<file path="config.mk">
export PLATFORM = sky130hd
export DESIGN_NAME = sorted_index_insert_builder
export DESIGN_NICKNAME = d
export VERILOG_FILES = /design/src/rtl/sib_pkg.sv /design/src/rtl/sib_cell.sv /design/src/rtl/sorted_index_insert_builder.sv
export SDC_FILE = /design/constraint.sdc
export NUM_CORES = 2
export LEC_CHECK = 0
export BUFFER_PORTS_ARGS = -buffer_cell sky130_fd_sc_hd__buf_2
export CAP_MARGIN = 10
export CORE_MARGIN = 10
export CORE_UTILIZATION = 39
export CTS_CLUSTER_SIZE = 20
export DETAILED_ROUTE_END_ITERATION = 6
export PLACE_DENSITY_LB_ADDON = 0.3
export SYNTH_ARGS = -nofsm -noshare
export SYNTH_HDL_FRONTEND = slang
export SYNTH_HIERARCHICAL = 1
export SYNTH_SLANG_ARGS = --single-unit
export TNS_END_PERCENT = 10
</file>
<file path="constraint.sdc">
create_clock -name clk -period 8.8 [get_ports clk]
set_clock_uncertainty 0.1 [all_clocks]
set_input_delay 0.44 -clock clk [delete_from_list [all_inputs] [get_ports clk]]
set_output_delay 0.44 -clock clk [all_outputs]
set_load 0.05 [all_outputs]
</file>
<file path="src/rtl/sib_pkg.sv">
// ----------------------------------------------------------------------------
// sib_pkg
// Shared types and constants for the sorted index insert builder.
// ----------------------------------------------------------------------------
`timescale 1ns / 1ps

package sib_pkg;

	localparam int KEY_W             = 32;
	localparam int POS_W             = 5;
	localparam int TABLE_DEPTH_DEF   = 32;

	localparam logic MODE_INSERT = 1'b0;
	localparam logic MODE_FLUSH  = 1'b1;

	typedef struct packed {
		logic                    mode;
		logic signed [KEY_W-1:0] record_key;
	} cmd_req_t;

	typedef struct packed {
		logic signed [KEY_W-1:0] entry_key;
		logic [POS_W-1:0]        entry_position;
		logic                    entry_valid;
		logic                    last_entry;
		logic                    overflowed;
	} ent_req_t;

	// per-cell control from the chain controller
	typedef struct packed {
		logic ins_en;    // an insert is applied this cycle
		logic shift_en;  // drain: every cell takes its right neighbor
		logic occupied;  // cell index is below the entry count
		logic tail;      // cell index equals the entry count
	} cell_ctl_t;

endpackage

</file>
<file path="src/rtl/sib_cell.sv">
// ----------------------------------------------------------------------------
// sib_cell
// One compare-and-shift cell of the sorted chain: holds a key and its arrival
// position, moves right on insert and left on drain.
// ----------------------------------------------------------------------------
`timescale 1ns / 1ps

module sib_cell (
	input  logic                             clk,
	input  sib_pkg::cell_ctl_t               ctl,
	input  logic signed [sib_pkg::KEY_W-1:0] new_key,
	input  logic [sib_pkg::POS_W-1:0]        new_pos,
	input  logic signed [sib_pkg::KEY_W-1:0] left_key,
	input  logic [sib_pkg::POS_W-1:0]        left_pos,
	input  logic                             left_gt,
	input  logic signed [sib_pkg::KEY_W-1:0] right_key,
	input  logic [sib_pkg::POS_W-1:0]        right_pos,
	output logic signed [sib_pkg::KEY_W-1:0] key,
	output logic [sib_pkg::POS_W-1:0]        pos,
	output logic                             gt
);
	import sib_pkg::*;

	logic signed [KEY_W-1:0] key_q;
	logic [POS_W-1:0]        pos_q;

	// strictly greater: equal keys stay ahead of the new one
	assign gt  = ctl.occupied && (key_q > new_key);
	assign key = key_q;
	assign pos = pos_q;

	always_ff @(posedge clk) begin
		if (ctl.shift_en) begin
			key_q <= right_key;
			pos_q <= right_pos;
		end else if (ctl.ins_en && (gt || ctl.tail)) begin
			// first displaced cell takes the new key, the rest take the left one
			if (left_gt) begin
				key_q <= left_key;
				pos_q <= left_pos;
			end else begin
				key_q <= new_key;
				pos_q <= new_pos;
			end
		end
	end

endmodule

</file>
<file path="src/rtl/sorted_index_insert_builder.sv">
// ----------------------------------------------------------------------------
// sorted_index_insert_builder
// Keeps up to TABLE_DEPTH keys sorted in ascending order in a chain of
// compare-and-shift cells, each key paired with its arrival number. On an
// insert request every cell compares the broadcast key with its own and the
// cells holding larger keys shift one place right, so equal keys keep
// arrival order. An insert into a full table is dropped and sets a sticky
// overflow flag. A flush request drains the chain from cell 0, one entry per
// cycle that the output register is free; an empty flush gives a single
// invalid entry. cmd_stall stays high until the last entry is loaded into
// the output register. The flush clears the table and the overflow flag.
// ----------------------------------------------------------------------------
`timescale 1ns / 1ps

module sorted_index_insert_builder #(
	parameter int TABLE_DEPTH = sib_pkg::TABLE_DEPTH_DEF
) (
	input  logic              clk,
	input  logic              arst_n,
	input  logic              cmd_valid,
	output logic              cmd_stall,
	input  sib_pkg::cmd_req_t cmd,
	output logic              ent_valid,
	input  logic              ent_stall,
	output sib_pkg::ent_req_t ent
);
	import sib_pkg::*;

	localparam int CNT_W = $clog2(TABLE_DEPTH + 1);
	localparam logic [CNT_W-1:0] FULL_CNT = CNT_W'(TABLE_DEPTH);
	localparam logic [CNT_W-1:0] ONE_CNT  = CNT_W'(1);

	typedef enum logic {
		ST_IDLE,
		ST_DRAIN
	} state_t;

	state_t           state_q;
	logic [CNT_W-1:0] count_q;
	logic             ovf_q;
	logic             empty_q;
	logic             ent_vld_q;
	ent_req_t         ent_q;

	logic cmd_go;
	logic ins_go;
	logic slot_free;
	logic emit;

	logic signed [KEY_W-1:0] cell_key [TABLE_DEPTH];
	logic [POS_W-1:0]        cell_pos [TABLE_DEPTH];
	logic                    cell_gt  [TABLE_DEPTH];

	assign cmd_stall = (state_q != ST_IDLE);
	assign cmd_go    = cmd_valid && !cmd_stall;
	assign ins_go    = cmd_go && (cmd.mode == MODE_INSERT) && (count_q != FULL_CNT);
	assign slot_free = !ent_vld_q || !ent_stall;
	assign emit      = (state_q == ST_DRAIN) && slot_free;

	assign ent_valid = ent_vld_q;
	assign ent       = ent_q;

	for (genvar i = 0; i < TABLE_DEPTH; i++) begin : g_cell
		localparam logic [CNT_W-1:0] IDX = CNT_W'(i);
		cell_ctl_t               ctl;
		logic signed [KEY_W-1:0] l_key;
		logic [POS_W-1:0]        l_pos;
		logic                    l_gt;
		logic signed [KEY_W-1:0] r_key;
		logic [POS_W-1:0]        r_pos;

		assign ctl.ins_en   = ins_go;
		assign ctl.shift_en = emit && !empty_q;
		assign ctl.occupied = (IDX < count_q);
		assign ctl.tail     = (IDX == count_q);

		if (i == 0) begin : g_first
			assign l_key = '0;
			assign l_pos = '0;
			assign l_gt  = 1'b0;
		end else begin : g_mid
			assign l_key = cell_key[i-1];
			assign l_pos = cell_pos[i-1];
			assign l_gt  = cell_gt[i-1];
		end

		if (i == TABLE_DEPTH - 1) begin : g_last
			assign r_key = cell_key[i];
			assign r_pos = cell_pos[i];
		end else begin : g_inner
			assign r_key = cell_key[i+1];
			assign r_pos = cell_pos[i+1];
		end

		sib_cell u_cell (
			.clk       (clk),
			.ctl       (ctl),
			.new_key   (cmd.record_key),
			.new_pos   (POS_W'(count_q)),
			.left_key  (l_key),
			.left_pos  (l_pos),
			.left_gt   (l_gt),
			.right_key (r_key),
			.right_pos (r_pos),
			.key       (cell_key[i]),
			.pos       (cell_pos[i]),
			.gt        (cell_gt[i])
		);
	end

	always_ff @(posedge clk or negedge arst_n) begin
		if (!arst_n) begin
			state_q   <= ST_IDLE;
			count_q   <= '0;
			ovf_q     <= 1'b0;
			empty_q   <= 1'b0;
			ent_vld_q <= 1'b0;
			ent_q     <= '0;
		end else begin
			if (ent_vld_q && !ent_stall && !emit) begin
				ent_vld_q <= 1'b0;
			end
			case (state_q)
				ST_IDLE: begin
					if (cmd_go) begin
						if (cmd.mode == MODE_FLUSH) begin
							state_q <= ST_DRAIN;
							empty_q <= (count_q == '0);
						end else if (count_q == FULL_CNT) begin
							ovf_q <= 1'b1;
						end else begin
							count_q <= count_q + ONE_CNT;
						end
					end
				end
				ST_DRAIN: begin
					if (slot_free) begin
						ent_vld_q            <= 1'b1;
						ent_q.entry_key      <= empty_q ? '0 : cell_key[0];
						ent_q.entry_position <= empty_q ? '0 : cell_pos[0];
						ent_q.entry_valid    <= !empty_q;
						ent_q.last_entry     <= empty_q || (count_q == ONE_CNT);
						ent_q.overflowed     <= ovf_q;
						if (!empty_q) begin
							count_q <= count_q - ONE_CNT;
						end
						if (empty_q || (count_q == ONE_CNT)) begin
							state_q <= ST_IDLE;
							ovf_q   <= 1'b0;
							empty_q <= 1'b0;
						end
					end
				end
				default: begin
					state_q <= ST_IDLE;
				end
			endcase
		end
	end

`ifndef SYNTHESIS
	a_count_range: assert property (@(posedge clk) disable iff (!arst_n)
		count_q <= FULL_CNT)
		else $error("entry count above table depth");

	a_head_sorted: assert property (@(posedge clk) disable iff (!arst_n)
		(count_q >= CNT_W'(2)) |-> (cell_key[0] <= cell_key[1]))
		else $error("chain head out of order");

	a_insert_count: assert property (@(posedge clk) disable iff (!arst_n)
		ins_go |=> (count_q == $past(count_q) + ONE_CNT))
		else $error("insert did not grow the table");

	a_drop_flag: assert property (@(posedge clk) disable iff (!arst_n)
		(cmd_go && (cmd.mode == MODE_INSERT) && (count_q == FULL_CNT)) |=> ovf_q)
		else $error("dropped insert did not set overflow");

	a_invalid_last: assert property (@(posedge clk) disable iff (!arst_n)
		(ent_vld_q && !ent_q.entry_valid) |-> ent_q.last_entry)
		else $error("empty flush entry not marked last");
`endif

endmodule
</file>
# --- After elaboration in Yosys (flattened, before gate mapping) ---
# Cells that the tools add are included.
op_classes:
  eq_ne: 42
  order_cmp: 64
  n_reduce_logical: 147
  n_bitwise: 3
  mux: 211
  addsub: 2
op_table:
  columns: ["cell", "n"]
  rows:
  - ["$mux 32", 94]
  - ["$gt 32x32->1", 32]
  - ["$mux 5", 94]
  - ["$eq 5x6->1 const A", 16]
  - ["$lt 5x6->1 const A", 16]
  - ["$logic_and 1x1->1", 71]
  - ["$reduce_bool 2->1", 31]
  - ["$eq 4x6->1 const A", 8]
  - ["$lt 4x6->1 const A", 8]
  - ["$logic_or 1x1->1", 34]
  - ["$mux 6", 5]
  - ["$eq 3x6->1 const A", 4]
  - ["$lt 3x6->1 const A", 4]
  - ["$mux 1", 14]
  - ["$eq 2x6->1 const A", 2]
  - ["$lt 1x6->1 const A", 2]
  - ["$lt 2x6->1 const A", 2]
  - ["$ne 2x2->1 const B", 6]
  - ["$pmux 6 s2", 1]
  - ["$reduce_and 5->1", 2]
  - ["$add 6x1->6 const B", 1]
  - ["$eq 1x6->1 const A", 1]
  - ["$eq 6x1->1 const B", 1]
  - ["$eq 6x6->1 const B", 1]
  - ["other kinds (9)", 19]
totals:
  in_bits: 37
  out_inout_bits: 42
  word_cells: 543
  ff_bits: 1234

# --- Longest topological paths before layout ---
depth:
  word_depth: 8
  ltp_mapped: 12

# --- Modules after synthesis ---
# Netlist, hierarchy kept.
by_module_without_submodules:
  columns: ["mod", "seq_area_each_um2", "cells_each", "n_inst", "area_per_inst_um2"]
  rows:
  - ["sib_cell", 1111.1, 282, 32, 2726.4]
  - ["sorted_index_insert_builder", 1251.2, 337, 1, 2790.2]

# --- Least setup slack after synthesis ---
# Ideal clock, no wire load.
synth_path:
  path_type: "reg2reg"
  startpoint: "register count_q[1]"
  endpoint: "register g_cell[0].u_cell.key_q[0] (enable)"
  t_arrival_ns: 7.838
  path_stages_with_launch: 8
  slack_ns: 0.467
  required_ns: 8.305
  n_path_buf: 1
  path_cell_list: "dfrtp_1 -> clkbuf_1 -> inv_1 -> ha_1 -> a41oi_1 -> and3_1 -> a221oi_2 -> nand2_1"
synth_lines:
  columns: ["element", "line_no", "rtl"]
  rows:
  - ["from (decl)", "sorted_index_insert_builder.sv:39", "logic [CNT_W-1:0] count_q;"]
  - ["from (signal assigned)", "sorted_index_insert_builder.sv:132", "count_q <= count_q + ONE_CNT;"]
  - ["from (signal assigned)", "sorted_index_insert_builder.sv:145", "count_q <= count_q - ONE_CNT;"]
  - ["to (signal assigned)", "sib_cell.sv:34", "key_q <= right_key;"]
  - ["to (signal assigned)", "sib_cell.sv:39", "key_q <= left_key;"]
  - ["to (signal assigned)", "sib_cell.sv:42", "key_q <= new_key;"]
  - ["to (decl)", "sib_cell.sv:24", "logic signed [KEY_W-1:0] key_q;"]

==> insert_results.sql <==
INSERT INTO impl_metrics (metric_group, metric, value, unit) VALUES
('run_status', 'run_status', 'complete, no violations', ''),
('clocking', 'numCtsBuffers', '150', ''),
('final_layout', 'layout.nets', '10437', ''),
('yosys', 'synth.yosys.warnings', '6', ''),
('placed_design', 'numPortBuffers', '78', ''),
('sta', 'clock.fmax', '205.3', 'MHz'),
('pwr', 'power.internal', '22.43', 'mW'),
('sta', 'layout_worst_path_cycle_share', '0.5534', ''),
('global_routing', 'antenna_found_initial', '7', ''),
('setup_path', 'worst-endpoint-required', '9.17', 'ns'),
('yosys', 'netlist_area', '90010', 'um2'),
('floorplanning', 'start_util', '0.3915', ''),
('clocking', 'clk-insertion-delay-late', '0.84', 'ns'),
('final_layout', 'layout-drive-gt1-share', '0.06502', ''),
('sta', 'worst_slew_margin_rel', '0.1922', ''),
('floorplanning', 'io-pin-count', '79', ''),
('detailed_routing', 'vias', '72774', ''),
('pwr', 'vdd.ir_drop.worst', '0.2368', 'mV'),
('sta', 'finalMaxSlewViolations', '0', ''),
('floorplanning', 'die_area', '250400', 'um2'),
('pwr', 'seqPwrFrac', '0.364', ''),
('pwr', 'pwr-share-comb', '0.472', ''),
('sta', 'rsz_0062_raised_after_global_routing', 'no', ''),
('detailed_routing', 'postRouteAntennaNets', '0', ''),
('placed_design', 'dp_hpwl', '206600', 'um'),
('final_layout', 'multi_input_area', '48130', 'um2'),
('final_layout', 'num-fill-cells', '22161', ''),
('final_layout', 'stdcell_area', '99390', 'um2'),
('global_routing', 'grt_util_all_layers', '0.2161', ''),
('pwr', 'power_density', '402.0', 'nW/um2'),
('clocking', 'clockBufferDepth', '3', ''),
('final_layout', 'syn_to_final_growth', '10.42', '%'),
('setup_path', 'crit_path_start_kind', 'register', ''),
('yosys', 'avgSynthCellArea', '9.619', 'um2'),
('pwr', 'clock_power_share', '0.164', ''),
('global_routing', 'wire_length_of_the_first_global_routing_pass', '432700', 'um'),
('pwr', 'switching_component_of_the_power', '17.52', 'mW'),
('pwr', 'p_sw_frac', '0.4385', ''),
('global_routing', 'via_count_of_the_first_global_routing_pass', '72941', ''),
('final_layout', 'final_cell_mix', 'sky130_fd_sc_hd__nand2_1, sky130_fd_sc_hd__o21ai_0, sky130_fd_sc_hd__mux2i_1, sky130_fd_sc_hd__edfxtp_1, sky130_fd_sc_hd__inv_1', ''),
('global_routing', 'largest_net_degree_at_the_start_of_global_routing', '214', ''),
('job', 'maxCapViolCount', '0', ''),
('global_routing', 'grt_overflow', '0', ''),
('sta', 'setup_violations', '0', ''),
('floorplanning', 'core_region_area', '229900', 'um2'),
('clocking', 'cts_num_sinks', '1234', ''),
('detailed_routing', 'post-route-drc-count', '0', ''),
('floorplanning', 'placementRows', '176', ''),
('sta', 'final_period_minus_worst_setup_slack', '4.870', 'ns'),
('clocking', 'maximum_level_of_the_cts_h_tree', '4', ''),
('placed_design', 'placement.cell_area', '94240', 'um2'),
('setup_path', 'worstSetupEndpointType', 'register', ''),
('detailed_routing', 'routed_wirelength', '283000', 'um'),
('detailed_routing', 'first_pass_iters', '6', ''),
('setup_path', 'worst_endpoint_data_arrival_time', '5.24', 'ns'),
('detailed_routing', 'wire_per_inst', '22.60', 'um'),
('sta', 'report.final.hold_viol_count', '0', ''),
('hold_path', 'hold_class', 'in -> async', ''),
('sta', 'tightestPinTransition', '1.209', 'ns'),
('placed_design', 'place_congestion', '0.8791', ''),
('sta', 'post_route_setup_tns', '0', 'ns'),
('floorplanning', 'fp.dieH', '500.4', 'um'),
('setup_path', 'timing.critical_path.fanout_max', '45', ''),
('clocking', 'post_cts_buffers', '0', ''),
('final_layout', 'mostFrequentLayoutCell', 'sky130_fd_sc_hd__nand2_1', ''),
('floorplanning', 'dieWidth', '500.4', 'um'),
('clocking', 'tritoncts', 'done', ''),
('clocking', 'clk_transition_reported_paths', '0.06', 'ns'),
('final_layout', 'sequential_cell_area', '36820', 'um2'),
('clocking', 'clockRootBuffer', 'sky130_fd_sc_hd__clkbuf_16', ''),
('detailed_routing', 'routed_via_density', '5.813', ''),
('clocking', 'post_cts_resize_count', '0', ''),
('yosys', 'post_synth_inst_count', '9358', ''),
('setup_path', 'timing.setup.critical_path_class', 'reg -> reg', ''),
('clocking', 'cts_hold_buf', '5', ''),
('pwr', 'static_leakage', '42.29', 'nW'),
('detailed_routing', 'initialDrtViolationCount', '6285', '');
==> sequential cells by signal, indices dropped and copies added, names as in the netlist <==
signal             count
cmd_stall              1
count_q                6
empty_q                1
ent                   40
ent_valid              1
g_cell.u_cell/key   1024
g_cell.u_cell/pos    160
ovf_q                  1
==> worst max-delay path: stages (launching register included) <==
cell	delay [ns]
sky130_fd_sc_hd__dfrtp_2	0.34
sky130_fd_sc_hd__buf_4	0.40
sky130_fd_sc_hd__inv_1	0.35
sky130_fd_sc_hd__ha_1	0.33
sky130_fd_sc_hd__buf_4	0.23
sky130_fd_sc_hd__a41oi_4	0.47
sky130_fd_sc_hd__buf_4	0.61
sky130_fd_sc_hd__and3_1	0.33
sky130_fd_sc_hd__a221oi_2	0.08
sky130_fd_sc_hd__nand2_1	0.65
sky130_fd_sc_hd__buf_4	0.48
==> power by group through the flow <==
stage	clock network [mW]	registers (mW)	logic, mW
floorplan	0	13.2	13.5
global placement	0	14.6	17.8
detailed placement	0	14.6	18.6
CTS	6.66	14.5	18.7
global route	6.88	14.9	20.8
finish	6.55	14.5	18.9
==> per-stage QoR <==
stage | utilization | cells | power [mW] | hold slack (ns) | worst slack (ns)
after floorplan | - | 9395 | 26.69 | 0.04441 | 0.4671
after global placement | 0.4099 | 12237 | 32.42 | 0.3565 | 3.608
after detailed placement | 0.4099 | 12237 | 33.22 | 0.3681 | 3.456
after CTS | 0.4321 | 12513 | 39.87 | 0.02997 | 3.940
after global routing | 0.4323 | 12518 | 42.57 | 0.02800 | 3.845
final | 0.4323 | 12519 | 39.95 | 0.01927 | 3.930
==> cell type report <==
| type | instances | area share |
|---|---|---|
| tap | 3026 | 0.03809 |
| antenna | 4 | 0.0001007 |
| clock inverter | 84 | 0.01064 |
| sequential | 1234 | 0.3704 |
| clock buffer | 187 | 0.04011 |
| inverter | 1036 | 0.03913 |
| timing repair buffer | 231 | 0.01730 |
| multi-input combinational | 6717 | 0.4842 |
==> per-layer routing <==
layer  part of all wire  vias to the layer above  GRT usage
met2               0.48                     2334     0.3671
met4              0.033                        4    0.07210
met1               0.43                    36054     0.2844
met5            0.00010                        -          0
li1                   -                    33853          -
met3              0.058                      529    0.02697
==> final timing paths <==
| kind | from | end | cells after the start | slack [ns] |
|---|---|---|---|---|
| worst max-delay path | count_q[1] | g_cell[22].u_cell/key[11] | 10 | 3.93 |
| worst min-delay path | arst_n | ent[18] | 2 | 0.02 |
| worst max register to register | count_q[1] | g_cell[22].u_cell/key[11] | 10 | 3.93 |
| worst min register to register | ent[25] | ent[25] | 2 | 0.38 |
| max in group asynchronous | arst_n | ent[23] | 3 | 8.04 |
| min in group clk | cmd[28] | g_cell[15].u_cell/key[28] | 3 | 0.09 |
(Power assumes the default switching activity.)
